[src/design/tsfl_pkg.sv]
// Shared types, codes and constants for the touch sample filter and latch.
`timescale 1ns / 1ps

package tsfl_pkg;

  localparam int COORD_BITS = 12;
  localparam int CNT_BITS   = 32;
  localparam int Q_DEPTH    = 2;
  localparam int Q_PTR_BITS = 1;

  localparam logic [CNT_BITS-1:0] CNT_MAX = {CNT_BITS{1'b1}};
  // Manhattan move that must be exceeded before the kept position follows the contact
  localparam logic [COORD_BITS:0] MOVE_THRESH = (COORD_BITS + 1)'(3);
  localparam logic [3:0] MAX_CONTACTS = 4'd2;

  // input action codes
  localparam logic [1:0] ACT_SAMPLE  = 2'd0;
  localparam logic [1:0] ACT_RELEASE = 2'd1;
  localparam logic [1:0] ACT_READ    = 2'd2;

  // register indexes
  localparam logic [1:0] REG_PANEL_HEIGHT   = 2'd0;
  localparam logic [1:0] REG_PANEL_WIDTH    = 2'd1;
  localparam logic [1:0] REG_DEVICE_PRESENT = 2'd2;

  localparam logic [COORD_BITS-1:0] PANEL_HEIGHT_RST = COORD_BITS'(480);
  localparam logic [COORD_BITS-1:0] PANEL_WIDTH_RST  = COORD_BITS'(800);

  // classified operation codes
  localparam logic [2:0] OP_NOP     = 3'd0;
  localparam logic [2:0] OP_RELEASE = 3'd1;
  localparam logic [2:0] OP_REJECT  = 3'd2;
  localparam logic [2:0] OP_TOUCH   = 3'd3;
  localparam logic [2:0] OP_READ    = 3'd4;

  typedef struct packed {
    logic [1:0] action;
    logic [7:0] status_byte;
    logic [7:0] x_high;
    logic [7:0] x_low;
    logic [7:0] y_high;
    logic [7:0] y_low;
  } sample_t;

  typedef struct packed {
    logic                  touched;
    logic [COORD_BITS-1:0] point_x;
    logic [COORD_BITS-1:0] point_y;
    logic                  from_latch;
    logic                  rejected;
    logic [CNT_BITS-1:0]   error_count;
  } result_t;

  typedef struct packed {
    logic [COORD_BITS-1:0] panel_height;
    logic [COORD_BITS-1:0] panel_width;
    logic                  device_present;
  } cfg_t;

  typedef struct packed {
    logic [2:0]            op;
    logic [1:0]            count;
    logic [COORD_BITS-1:0] mx;
    logic [COORD_BITS-1:0] my;
  } cmd_t;

endpackage

[src/design/tsfl_front.sv]
// Front end: decodes a report word into a classified command with rotated coordinates.
`timescale 1ns / 1ps

module tsfl_front (
  input  tsfl_pkg::sample_t sample,
  input  tsfl_pkg::cfg_t    cfg,
  output tsfl_pkg::cmd_t    cmd
);

  logic [3:0]                      count;
  logic [tsfl_pkg::COORD_BITS-1:0] raw_x;
  logic [tsfl_pkg::COORD_BITS-1:0] raw_y;

  assign count = sample.status_byte[3:0];
  assign raw_x = tsfl_pkg::COORD_BITS'({sample.x_high[3:0], sample.x_low});
  assign raw_y = tsfl_pkg::COORD_BITS'({sample.y_high[3:0], sample.y_low});

  always_comb begin
    cmd.count = count[1:0];
    cmd.mx    = raw_y;
    // only used when raw_x is in range, so no wrap
    cmd.my    = cfg.panel_height - tsfl_pkg::COORD_BITS'(1) - raw_x;
    case (sample.action)
      tsfl_pkg::ACT_SAMPLE: begin
        if (count == 4'd0 || count > tsfl_pkg::MAX_CONTACTS) begin
          cmd.op = tsfl_pkg::OP_RELEASE;
        end else if (raw_x >= cfg.panel_height || raw_y >= cfg.panel_width) begin
          cmd.op = tsfl_pkg::OP_REJECT;
        end else begin
          cmd.op = tsfl_pkg::OP_TOUCH;
        end
      end
      tsfl_pkg::ACT_RELEASE: cmd.op = tsfl_pkg::OP_RELEASE;
      tsfl_pkg::ACT_READ:    cmd.op = tsfl_pkg::OP_READ;
      default:               cmd.op = tsfl_pkg::OP_NOP;
    endcase
  end

endmodule

[src/design/tsfl_queue.sv]
// Two-entry command queue between the front end and the state engine.
`timescale 1ns / 1ps

module tsfl_queue (
  input  logic           clk,
  input  logic           rst,
  input  logic           push,
  input  tsfl_pkg::cmd_t push_cmd,
  output logic           full,
  output logic           head_valid,
  output tsfl_pkg::cmd_t head_cmd,
  input  logic           pop
);

  tsfl_pkg::cmd_t                    mem [tsfl_pkg::Q_DEPTH];
  logic [tsfl_pkg::Q_PTR_BITS-1:0]   wr_ptr;
  logic [tsfl_pkg::Q_PTR_BITS-1:0]   rd_ptr;
  logic [tsfl_pkg::Q_PTR_BITS:0]     fill;

  assign full       = (fill == (tsfl_pkg::Q_PTR_BITS + 1)'(tsfl_pkg::Q_DEPTH));
  assign head_valid = (fill != '0);
  assign head_cmd   = mem[rd_ptr];

  always_ff @(posedge clk) begin
    if (push) begin
      mem[wr_ptr] <= push_cmd;
    end
  end

  always_ff @(posedge clk) begin
    if (rst) begin
      wr_ptr <= '0;
      rd_ptr <= '0;
      fill   <= '0;
    end else begin
      if (push) begin
        wr_ptr <= wr_ptr + 1'b1;
      end
      if (pop) begin
        rd_ptr <= rd_ptr + 1'b1;
      end
      case ({push, pop})
        2'b10:   fill <= fill + 1'b1;
        2'b01:   fill <= fill - 1'b1;
        default: fill <= fill;
      endcase
    end
  end

  a_no_overflow: assert property (@(posedge clk) disable iff (rst) full |-> !push)
    else $error("queue push while full");
  a_no_underflow: assert property (@(posedge clk) disable iff (rst) pop |-> head_valid)
    else $error("queue pop while empty");
  a_fill_bound: assert property (@(posedge clk) disable iff (rst)
    fill <= (tsfl_pkg::Q_PTR_BITS + 1)'(tsfl_pkg::Q_DEPTH))
    else $error("queue fill out of range");

endmodule

[src/design/tsfl_back.sv]
// State engine: applies commands to the touch state and registers one result word each.
`timescale 1ns / 1ps

module tsfl_back (
  input  logic              clk,
  input  logic              rst,
  input  tsfl_pkg::cfg_t    cfg,
  input  logic              head_valid,
  input  tsfl_pkg::cmd_t    head_cmd,
  output logic              pop,
  output logic              result_valid,
  input  logic              result_stall,
  output tsfl_pkg::result_t result
);

  localparam int CB = tsfl_pkg::COORD_BITS;

  logic [1:0]                   contact_count, contact_count_next;
  logic [CB-1:0]                kept_x, kept_x_next;
  logic [CB-1:0]                kept_y, kept_y_next;
  logic                         press_pending, press_pending_next;
  logic [CB-1:0]                press_x, press_x_next;
  logic [CB-1:0]                press_y, press_y_next;
  logic [tsfl_pkg::CNT_BITS-1:0] reject_counter, reject_counter_next;
  logic [tsfl_pkg::CNT_BITS-1:0] press_counter, press_counter_next;
  logic [tsfl_pkg::CNT_BITS-1:0] consume_counter, consume_counter_next;

  logic [CB-1:0]     dx;
  logic [CB-1:0]     dy;
  logic [CB:0]       manhattan;
  logic              move;
  tsfl_pkg::result_t res_next;

  assign pop = head_valid && (!result_valid || !result_stall);

  assign dx   = (kept_x > head_cmd.mx) ? kept_x - head_cmd.mx : head_cmd.mx - kept_x;
  assign dy   = (kept_y > head_cmd.my) ? kept_y - head_cmd.my : head_cmd.my - kept_y;
  assign manhattan = {1'b0, dx} + {1'b0, dy};
  assign move = (manhattan > tsfl_pkg::MOVE_THRESH) || (kept_x == '0 && kept_y == '0);

  always_comb begin
    contact_count_next   = contact_count;
    kept_x_next          = kept_x;
    kept_y_next          = kept_y;
    press_pending_next   = press_pending;
    press_x_next         = press_x;
    press_y_next         = press_y;
    reject_counter_next  = reject_counter;
    press_counter_next   = press_counter;
    consume_counter_next = consume_counter;
    res_next             = '0;
    case (head_cmd.op)
      tsfl_pkg::OP_RELEASE: contact_count_next = 2'd0;
      tsfl_pkg::OP_REJECT: begin
        contact_count_next = 2'd0;
        res_next.rejected  = 1'b1;
        if (reject_counter != tsfl_pkg::CNT_MAX) begin
          reject_counter_next = reject_counter + 1'b1;
        end
      end
      tsfl_pkg::OP_TOUCH: begin
        if (move) begin
          kept_x_next = head_cmd.mx;
          kept_y_next = head_cmd.my;
        end
        // first point of a new contact, held until a read takes it
        if (contact_count == 2'd0 && !press_pending) begin
          press_x_next       = head_cmd.mx;
          press_y_next       = head_cmd.my;
          press_pending_next = 1'b1;
          if (press_counter != tsfl_pkg::CNT_MAX) begin
            press_counter_next = press_counter + 1'b1;
          end
        end
        contact_count_next = head_cmd.count;
      end
      tsfl_pkg::OP_READ: begin
        if (cfg.device_present) begin
          if (press_pending) begin
            res_next.point_x   = press_x;
            res_next.point_y   = press_y;
            res_next.from_latch = 1'b1;
            res_next.touched   = 1'b1;
            press_pending_next = 1'b0;
            if (consume_counter != tsfl_pkg::CNT_MAX) begin
              consume_counter_next = consume_counter + 1'b1;
            end
          end else begin
            res_next.point_x = kept_x;
            res_next.point_y = kept_y;
            res_next.touched = (contact_count != 2'd0);
          end
        end
      end
      default: ;
    endcase
    res_next.error_count = reject_counter_next;
  end

  always_ff @(posedge clk) begin
    if (rst) begin
      contact_count   <= '0;
      kept_x          <= '0;
      kept_y          <= '0;
      press_pending   <= 1'b0;
      press_x         <= '0;
      press_y         <= '0;
      reject_counter  <= '0;
      press_counter   <= '0;
      consume_counter <= '0;
      result_valid    <= 1'b0;
    end else begin
      if (pop) begin
        contact_count   <= contact_count_next;
        kept_x          <= kept_x_next;
        kept_y          <= kept_y_next;
        press_pending   <= press_pending_next;
        press_x         <= press_x_next;
        press_y         <= press_y_next;
        reject_counter  <= reject_counter_next;
        press_counter   <= press_counter_next;
        consume_counter <= consume_counter_next;
        result_valid    <= 1'b1;
      end else if (!result_stall) begin
        result_valid <= 1'b0;
      end
    end
  end

  always_ff @(posedge clk) begin
    if (pop) begin
      result <= res_next;
    end
  end

  a_pop_gives_word: assert property (@(posedge clk) disable iff (rst) pop |=> result_valid)
    else $error("popped command produced no result word");
  a_press_only_on_touch: assert property (@(posedge clk) disable iff (rst)
    $rose(press_pending) |-> $past(pop && head_cmd.op == tsfl_pkg::OP_TOUCH))
    else $error("press latched without a touch report");
  a_reject_monotonic: assert property (@(posedge clk) disable iff (rst)
    !$past(rst) |-> reject_counter >= $past(reject_counter))
    else $error("reject counter went backwards");
  a_latch_needs_pending: assert property (@(posedge clk) disable iff (rst)
    pop && head_cmd.op == tsfl_pkg::OP_READ && press_pending && cfg.device_present
    |=> !press_pending && result.from_latch)
    else $error("latched press not consumed by read");

endmodule

[src/design/touch_sample_filter_latch.sv]
// Top level: configuration registers, front end, command queue and state engine.
//
// Usage:
//   sample channel (sample_valid / sample_stall / sample): one report word per
//   accepted edge; action selects sample report, release or point read.
//   result channel (result_valid / result_stall / result): exactly one result
//   word per accepted sample word, in order.
//   cfg channel (cfg_valid / cfg_ready / cfg_index / cfg_data): writes panel
//   height, panel width and device-present; cfg_ready is always high. Write
//   only while no words are in flight.
// Path: front decode writes an accepted word into the queue, and the state
//   engine registers its result when it pops that command from the queue.
// Throughput: one word per cycle while result_stall is low; the two-entry
//   queue takes one more word after result_stall rises.
// Stall: while result_stall is high the result word holds; the queue fills and
//   sample_stall rises once both entries are taken.
// Reset (rst, synchronous): queue and result emptied, touch state and counters
//   zeroed, panel 480 x 800 with device present.
`timescale 1ns / 1ps

module touch_sample_filter_latch (
  input  logic                  clk,
  input  logic                  rst,
  input  logic                  sample_valid,
  output logic                  sample_stall,
  input  tsfl_pkg::sample_t     sample,
  output logic                  result_valid,
  input  logic                  result_stall,
  output tsfl_pkg::result_t     result,
  input  logic                  cfg_valid,
  output logic                  cfg_ready,
  input  logic [1:0]            cfg_index,
  input  logic [tsfl_pkg::COORD_BITS-1:0] cfg_data
);

  tsfl_pkg::cfg_t cfg;
  tsfl_pkg::cmd_t front_cmd;
  tsfl_pkg::cmd_t head_cmd;
  logic           q_full;
  logic           head_valid;
  logic           pop;
  logic           push;

  assign cfg_ready    = 1'b1;
  assign sample_stall = q_full;
  assign push         = sample_valid && !q_full;

  always_ff @(posedge clk) begin
    if (rst) begin
      cfg.panel_height   <= tsfl_pkg::PANEL_HEIGHT_RST;
      cfg.panel_width    <= tsfl_pkg::PANEL_WIDTH_RST;
      cfg.device_present <= 1'b1;
    end else if (cfg_valid && cfg_ready) begin
      case (cfg_index)
        tsfl_pkg::REG_PANEL_HEIGHT:   cfg.panel_height   <= cfg_data;
        tsfl_pkg::REG_PANEL_WIDTH:    cfg.panel_width    <= cfg_data;
        tsfl_pkg::REG_DEVICE_PRESENT: cfg.device_present <= cfg_data[0];
        default: ;
      endcase
    end
  end

  tsfl_front u_front (
    .sample (sample),
    .cfg    (cfg),
    .cmd    (front_cmd)
  );

  tsfl_queue u_queue (
    .clk        (clk),
    .rst        (rst),
    .push       (push),
    .push_cmd   (front_cmd),
    .full       (q_full),
    .head_valid (head_valid),
    .head_cmd   (head_cmd),
    .pop        (pop)
  );

  tsfl_back u_back (
    .clk          (clk),
    .rst          (rst),
    .cfg          (cfg),
    .head_valid   (head_valid),
    .head_cmd     (head_cmd),
    .pop          (pop),
    .result_valid (result_valid),
    .result_stall (result_stall),
    .result       (result)
  );

endmodule
[config.mk]
export PLATFORM = sky130hd
export DESIGN_NAME = touch_sample_filter_latch
export DESIGN_NICKNAME = d
export VERILOG_FILES = /design/src/design/tsfl_pkg.sv /design/src/design/tsfl_front.sv /design/src/design/tsfl_queue.sv /design/src/design/tsfl_back.sv /design/src/design/touch_sample_filter_latch.sv
export SDC_FILE = /design/constraint.sdc
export NUM_CORES = 1
export LEC_CHECK = 0
export ABC_AREA = 1
export BUFFER_PORTS_ARGS = -buffer_cell sky130_fd_sc_hd__buf_4
export CAP_MARGIN = 0
export CORE_UTILIZATION = 65
export DETAILED_ROUTE_END_ITERATION = 6
export GPL_TIMING_DRIVEN = 0
export PLACE_DENSITY = 0.86
export SLEW_MARGIN = 10
export SYNTH_ARGS = -nofsm -noshare
export SYNTH_HDL_FRONTEND = slang
export SYNTH_SLANG_ARGS = --single-unit
[constraint.sdc]
create_clock -name clk -period 10.2 [get_ports clk]
set_input_delay 2.04 -clock clk [delete_from_list [all_inputs] [get_ports clk]]
set_output_delay 2.04 -clock clk [all_outputs]
set_load 0.005 [all_outputs]
After elaboration in Yosys (flattened, before gate mapping)
Memory sizes are Yosys's and may differ from the RTL's. A register that Yosys moved wholly into a read port is not among the register bits.
Index checks and enable logic that the tools add are counted.
{ "classes": {"addsub": 12, "magnitude_cmp": 6, "eq_ne": 15, "mux": 21, "reduce_logical": 32} }
{ "ops": {"columns": ["op", "n"], "rows": [
  ["two-way mux 32 bit", 2],
  ["subtractor 12 bit", 5],
  ["adder 32 x 1 -> 32 bit (second input constant)", 1],
  ["inequality test 32 bit (second input constant)", 1],
  ["two-way mux 25 bit", 1],
  ["greater-or-equal comparator 12 bit", 2],
  ["> comparator 12 bit", 2],
  ["zero test 12 bit", 2],
  ["two-way mux 12 bit", 2],
  ["adder 12 x 12 -> 13 bit", 1],
  ["> comparator 13 x 2 -> 1 bit (second input constant)", 1],
  ["subtractor 12 x 1 -> 12 bit (second input constant)", 1],
  ["two-way mux 1 bit", 11],
  ["AND reduction 2 bit", 5],
  ["nonzero test 2 bit", 5],
  ["one-hot mux 3 bit (3 select lines)", 1],
  ["== test 2 bit (second input constant)", 4],
  ["one-hot mux 2 bit (2 select lines)", 2],
  ["== test 2 x 1 -> 1 bit (second input constant)", 3],
  ["== test 3 x 2 -> 1 bit (second input constant)", 2],
  ["zero test 2 bit", 3],
  ["AND reduction 3 bit", 2],
  ["> comparator 4 x 2 -> 1 bit (second input constant)", 1],
  ["logical AND 1 bit", 4],
  ["other kinds (14)", 22]
]} }
{ "totals": {"ff_bits": 172, "mem_bits_rw": 58, "output_inout_bits": 62, "wordCells": 107, "mem_count": 1} }
{ "mem_list": {"columns": ["memory", "depth", "word_bits", "read_ports", "rd_clocked_by_memory_dff", "wr", "line_no", "source"], "rows": [
  ["u_queue.mem", 2, 29, 1, 1, 1, "tsfl_queue.sv:15", "tsfl_pkg::cmd_t mem [tsfl_pkg::Q_DEPTH];"]
]} }

Depth between registers and ports, before layout
{ "logic_depth": {"word_depth": 6, "mapped_depth": 38, "ltp_nobuf": 34} }

Modules after synthesis
From an unflattened synthesis, not the netlist that was laid out.
{ "hier_totals": {"hier_cells": 1885, "hier_area_um2": 14575.2} }
{ "by_module_without_submodules": {"columns": ["module", "instances", "cells_per_inst", "area_each_um2"], "rows": [
  ["tsfl_back", 1, 1383, 9831.9],
  ["tsfl_queue", 1, 123, 2358.5],
  ["tsfl_front", 1, 225, 1337.5],
  ["touch_sample_filter_latch", 1, 154, 1047.3]
]} }

Worst setup path after synthesis
OpenSTA, ideal clock, no wires.
{ "synth_path": {"kind": "in2reg", "start": "input result_stall", "end": "register u_queue.fill[1] in the netlist's numbering", "setup_time_ps": 122, "arrival_ps": 5138, "required_ps": 10078, "slack_ps": 4940, "cell_stages": 9, "cell_sequence": "nand2_1 -> o21ai_1 -> inv_1 -> clkbuf_1 -> ha_1 -> a21oi_1 -> o21ai_0 -> o21ai_0 -> a21oi_1"} }
{ "synth_via": {"elab_chain_len": 5} }
{ "synth_rtl": {"columns": ["item", "line_no", "source"], "rows": [
  ["start, declared", "touch_sample_filter_latch.sv:28", "input logic result_stall,"],
  ["zero test 1 bit (*)", "tsfl_back.sv:34", "assign pop = head_valid && (!result_valid || !result_stall);"],
  ["logical OR 1 bit (*)", "tsfl_back.sv:34", null],
  ["logical AND 1 bit (*)", "tsfl_back.sv:34", null],
  ["via pop", "touch_sample_filter_latch.sv:41", "logic pop;"],
  ["== test 2 x 1 -> 1 bit / == test 2 bit (equally long branches)", "tsfl_queue.sv:42", "case ({push, pop})"],
  ["one-hot mux 2 bit (2 select lines) / nonzero test 2 bit (equally long branches)", null, null],
  ["end signal, assigned", "tsfl_queue.sv:43", "2'b10: fill <= fill + 1'b1;"],
  ["end signal, assigned", "tsfl_queue.sv:44", "2'b01: fill <= fill - 1'b1;"],
  ["end signal, assigned", "tsfl_queue.sv:45", "default: fill <= fill;"],
  ["end, declared", "tsfl_queue.sv:18", "logic [tsfl_pkg::Q_PTR_BITS:0] fill;"]
]} }
The timed path passes the listed nets; every way through them passes the cells marked *.
A chain may end at the register's enable or synchronous reset.

==> flow_metrics.tcl <==
set metrics [dict create \
    nFillCells 1527 \
    arrival_ps 6590 \
    relSlewSlack_pct 26.93 \
    post-cts-setup-buffers 0 \
    r2r_slack_ps 4020 \
    synth_seq_cells 231 \
    p_leak_nw 7.260 \
    period_share_pct 60.57 \
    power_frac_seq_pct 27.3 \
    cp_common_cell "nand2_1" \
    powerDensity_nw_per_um2 328.9 \
    hold_slack_ps 465.3 \
    final_area_um2 15970 \
    tightest_slew_ps 1085 \
    die_h_um 148.6 \
    synth_cells 1819 \
    cp-start-kind "flop" \
    clk_pin_slew_worst_paths_ps 60 \
    grt_max_degree 37 \
    hold_depth 2 \
    cts_resized 0 \
    path_delay_family "buffers and inverters" \
    die_area_um2 22090 \
    grt_util_met1_pct 50.03 \
    drt_iter0_drc 1258 \
    grt_setup_unrepaired "false" \
    cap_violations 0 \
    p_switching_mw 2.428 \
    cts_tree "done" \
    synth_area_leaders "edfxtp_1 25%, dfxtp_1 16%, nand2_1 9.7%" \
    period_needed_ps 6178 \
    worst_r2r_endpoint "u_back.kept_x[9]" \
    cp-end-kind "flop" \
    worst_path_largest_cell_delay_ps 460 \
    routed_via_density 5.763 \
    final_cells 2249 \
    die_x_um 148.6 \
    grt_pass1_vias 11987 \
    hp-class "reg -> reg" \
    via_count 12962 \
    p_sw_share_pct 46.23 \
    synth_fp_nets 1981 \
    status "finished, final reports clean" \
    globalplace.congestion 1.028 \
    gr-usage-met3_pct 3.834 \
    peakVddDrop_mv 0.2415 \
    drt_first_pass_iters 5 \
    overflow 0 \
    min_from "u_back.press_x[10]" \
    rows 53 \
    drc_errors 0 \
    clkLatencyLatePin_ps 530 \
    clk_path_buf_depth 3 \
    dpl_worst_slack_ps 4082 \
    port-buffer-count 108 \
    drive_gt1_share_pct 10.54 \
    r2r_cells 34 \
    synth_cell_types 51 \
    areaGrowthSynthToFinish_pct 14.29 \
    insertedDiodeCount 0 \
    start_util_pct 66.47 \
    cts_max_level 1 \
    post-place-cells 2203 \
    gr-usage-met2_pct 54.67 \
    finalClockSkew_ps 20.11 \
    hold_viol 0 \
    max_freq_ghz 0.1619 \
    cts-root-buf "clkbuf_16" \
    cp_max_fo 10 \
    grt_use_total_pct 34.92 \
    crit_slowest_cell "fa_1" \
    yosysSeqAreaShare_pct 41.48 \
    io_pins 123 \
    antenna_found_initial 0 \
    clock_sinks 231 \
    dpl-instance-area_um2 15170 \
    grt-busiest-layer "met2" \
    internal_power_mw 2.824 \
    hpwl_um 29350 \
    grt_pass1_wl_um 60650 \
    nNetsFinal 2117 \
    crit_buf_inv 11 \
    wl_um 38590 \
    core_area_um2 21020 \
    cts_buffers 25 \
    yosysTopAreaCell "edfxtp_1" \
    yosysWarningCount 0 \
    wl_per_cell_um 17.16 \
    synth.avg_cell_area_um2 7.682 \
    hold_buffers 0 \
    min_to "u_back.press_x[10]" \
    synth_top_area_share_pct 25.14 \
    critPathKind "reg -> reg" \
    finalSetupTns_ps 0 \
    final-max-slew-violation-count 0 \
    drtAntennaViolNets 0 \
    setup_violations 0 \
    setup_ws_ps 4022 \
    syn_area_um2 13970 \
    combPwrFrac_pct 55.8 \
    p_clk_share_pct 16.9 \
    critPathRequiredTime_ps 10620 \
]
worst max-delay path by stage:
stage / slack [ps] / cells after the start / startpoint / endpoint
2_1_floorplan: 4940 / 9 / result_stall / u_queue.fill[1]
3_3_place_gp: 3820 / 10 / result_stall / u_queue.fill[1]
3_5_place_dp: 4080 / 34 / flop / u_back.kept_x[9]
4_1_cts: 4060 / 34 / flop / u_back.kept_x[9]
5_1_grt: 3530 / 34 / flop / u_back.kept_x[2]
6_report: 4020 / 34 / flop / u_back.kept_x[9]
cell type report:
class	instances	area, um2	share of cell area [%]
multi-input cells	1237	6805	42.61
repair buffers	109	830.8	5.202
clock inverters	15	120.1	0.7521
inverters	291	1095	6.855
clock buffers	31	683.2	4.278
well taps	275	344.1	2.154
plain buffers	60	296.5	1.857
flip-flops and latches	231	5796	36.29
power groups by stage:
stage / clock network, mW / registers (mW) / logic [mW]
2_1_floorplan: 0 / 1.41 / 2.06
3_3_place_gp: 0 / 1.44 / 2.78
3_5_place_dp: 0 / 1.44 / 2.86
4_1_cts: 0.889 / 1.43 / 2.89
5_1_grt: 0.924 / 1.45 / 3.29
6_report: 0.889 / 1.43 / 2.93
worst reg2reg max path: cells and delay by family, from the launching register on:
kind	cells	cell delay, ps
compound gates	4	850
fa+ha+maj	3	960
buf+inv	11	2270
flops	1	330
simple gates	16	1650
kinds of logic (layout without fill, tap and decap cells):
family                     Yosys count  in the layout  synth area share, %
xor gates and xnor gates            57             57                3.734
other                                1              1              0.02684
muxes                                6              6               0.5372
AOI/OAI and AO/OA                  376            376                14.13
DFF                                231            231                41.48
and+or+nand+nor                    696            696                20.80
adders and majority gates          101            101                9.366
buffers and inverters              351            506                9.930
state kept, by name (all words and copies together), names as in the netlist, 12 cells and up, named ones only:
| register | flops |
|---|---|
| u_back.kept_y | 12 |
| u_back.press_x | 12 |
| u_back.press_y | 12 |
| cfg | 25 |
| u_queue.mem | 58 |
| u_back.reject_counter | 32 |
| u_back.kept_x | 12 |
| u_back.result | 59 |
cells in the mapped netlist (all sizes together):
master     n
mux2i      4
conb       1
fa         6
or2        4
edfxtp   117
nor4       1
o21bai     1
a21o       4
o31ai      3
xor2      46
dfxtp    114
o221ai     1
nor3b      1
o2111ai    3
nand4     11
nor2     184
o21ai    142
a31oi      1
clkbuf    34
ha        95
a21boi     1
a221oi     2
nand3b     5
inv      289
nor3      21
nand3    100
o21a       2
xnor2     11
nand2    369
mux2       2
buf       26
o211ai    15
a21oi    201
clkinv     2
per-layer routing:
metal | vias up | wire length [um]
met3 | 105 | 3645
met5 | - | 0
met1 | 5975 | 16590
li1 | 6199 | -
met4 | 0 | 1235
met2 | 683 | 17110
cells in the final DEF, fill, tap and decap left out, drive strengths merged, types with 5 or more instances in the layout:
cell type  netlist  routed
clkbuf          34      65
nand3          100     100
o211ai          15      15
buf             26     135
xnor2           11      11
nor3            21      21
nand2          369     369
dfxtp          114     114
nand4           11      11
nand3b           5       5
ha              95      95
xor2            46      46
o21ai          142     142
clkinv           2      11
fa               6       6
a21oi          201     201
inv            289     292
edfxtp         117     117
nor2           184     184
stage by stage:
step	util, %	power (mW)
3_5_place_dp	72.15	4.303
4_1_cts	75.97	5.202
2_1_floorplan	-	3.472
5_1_grt	75.97	5.667
6_report	75.97	5.252
3_3_place_gp	71.97	4.228
No activity file was read; power rests on OpenSTA's default activity.
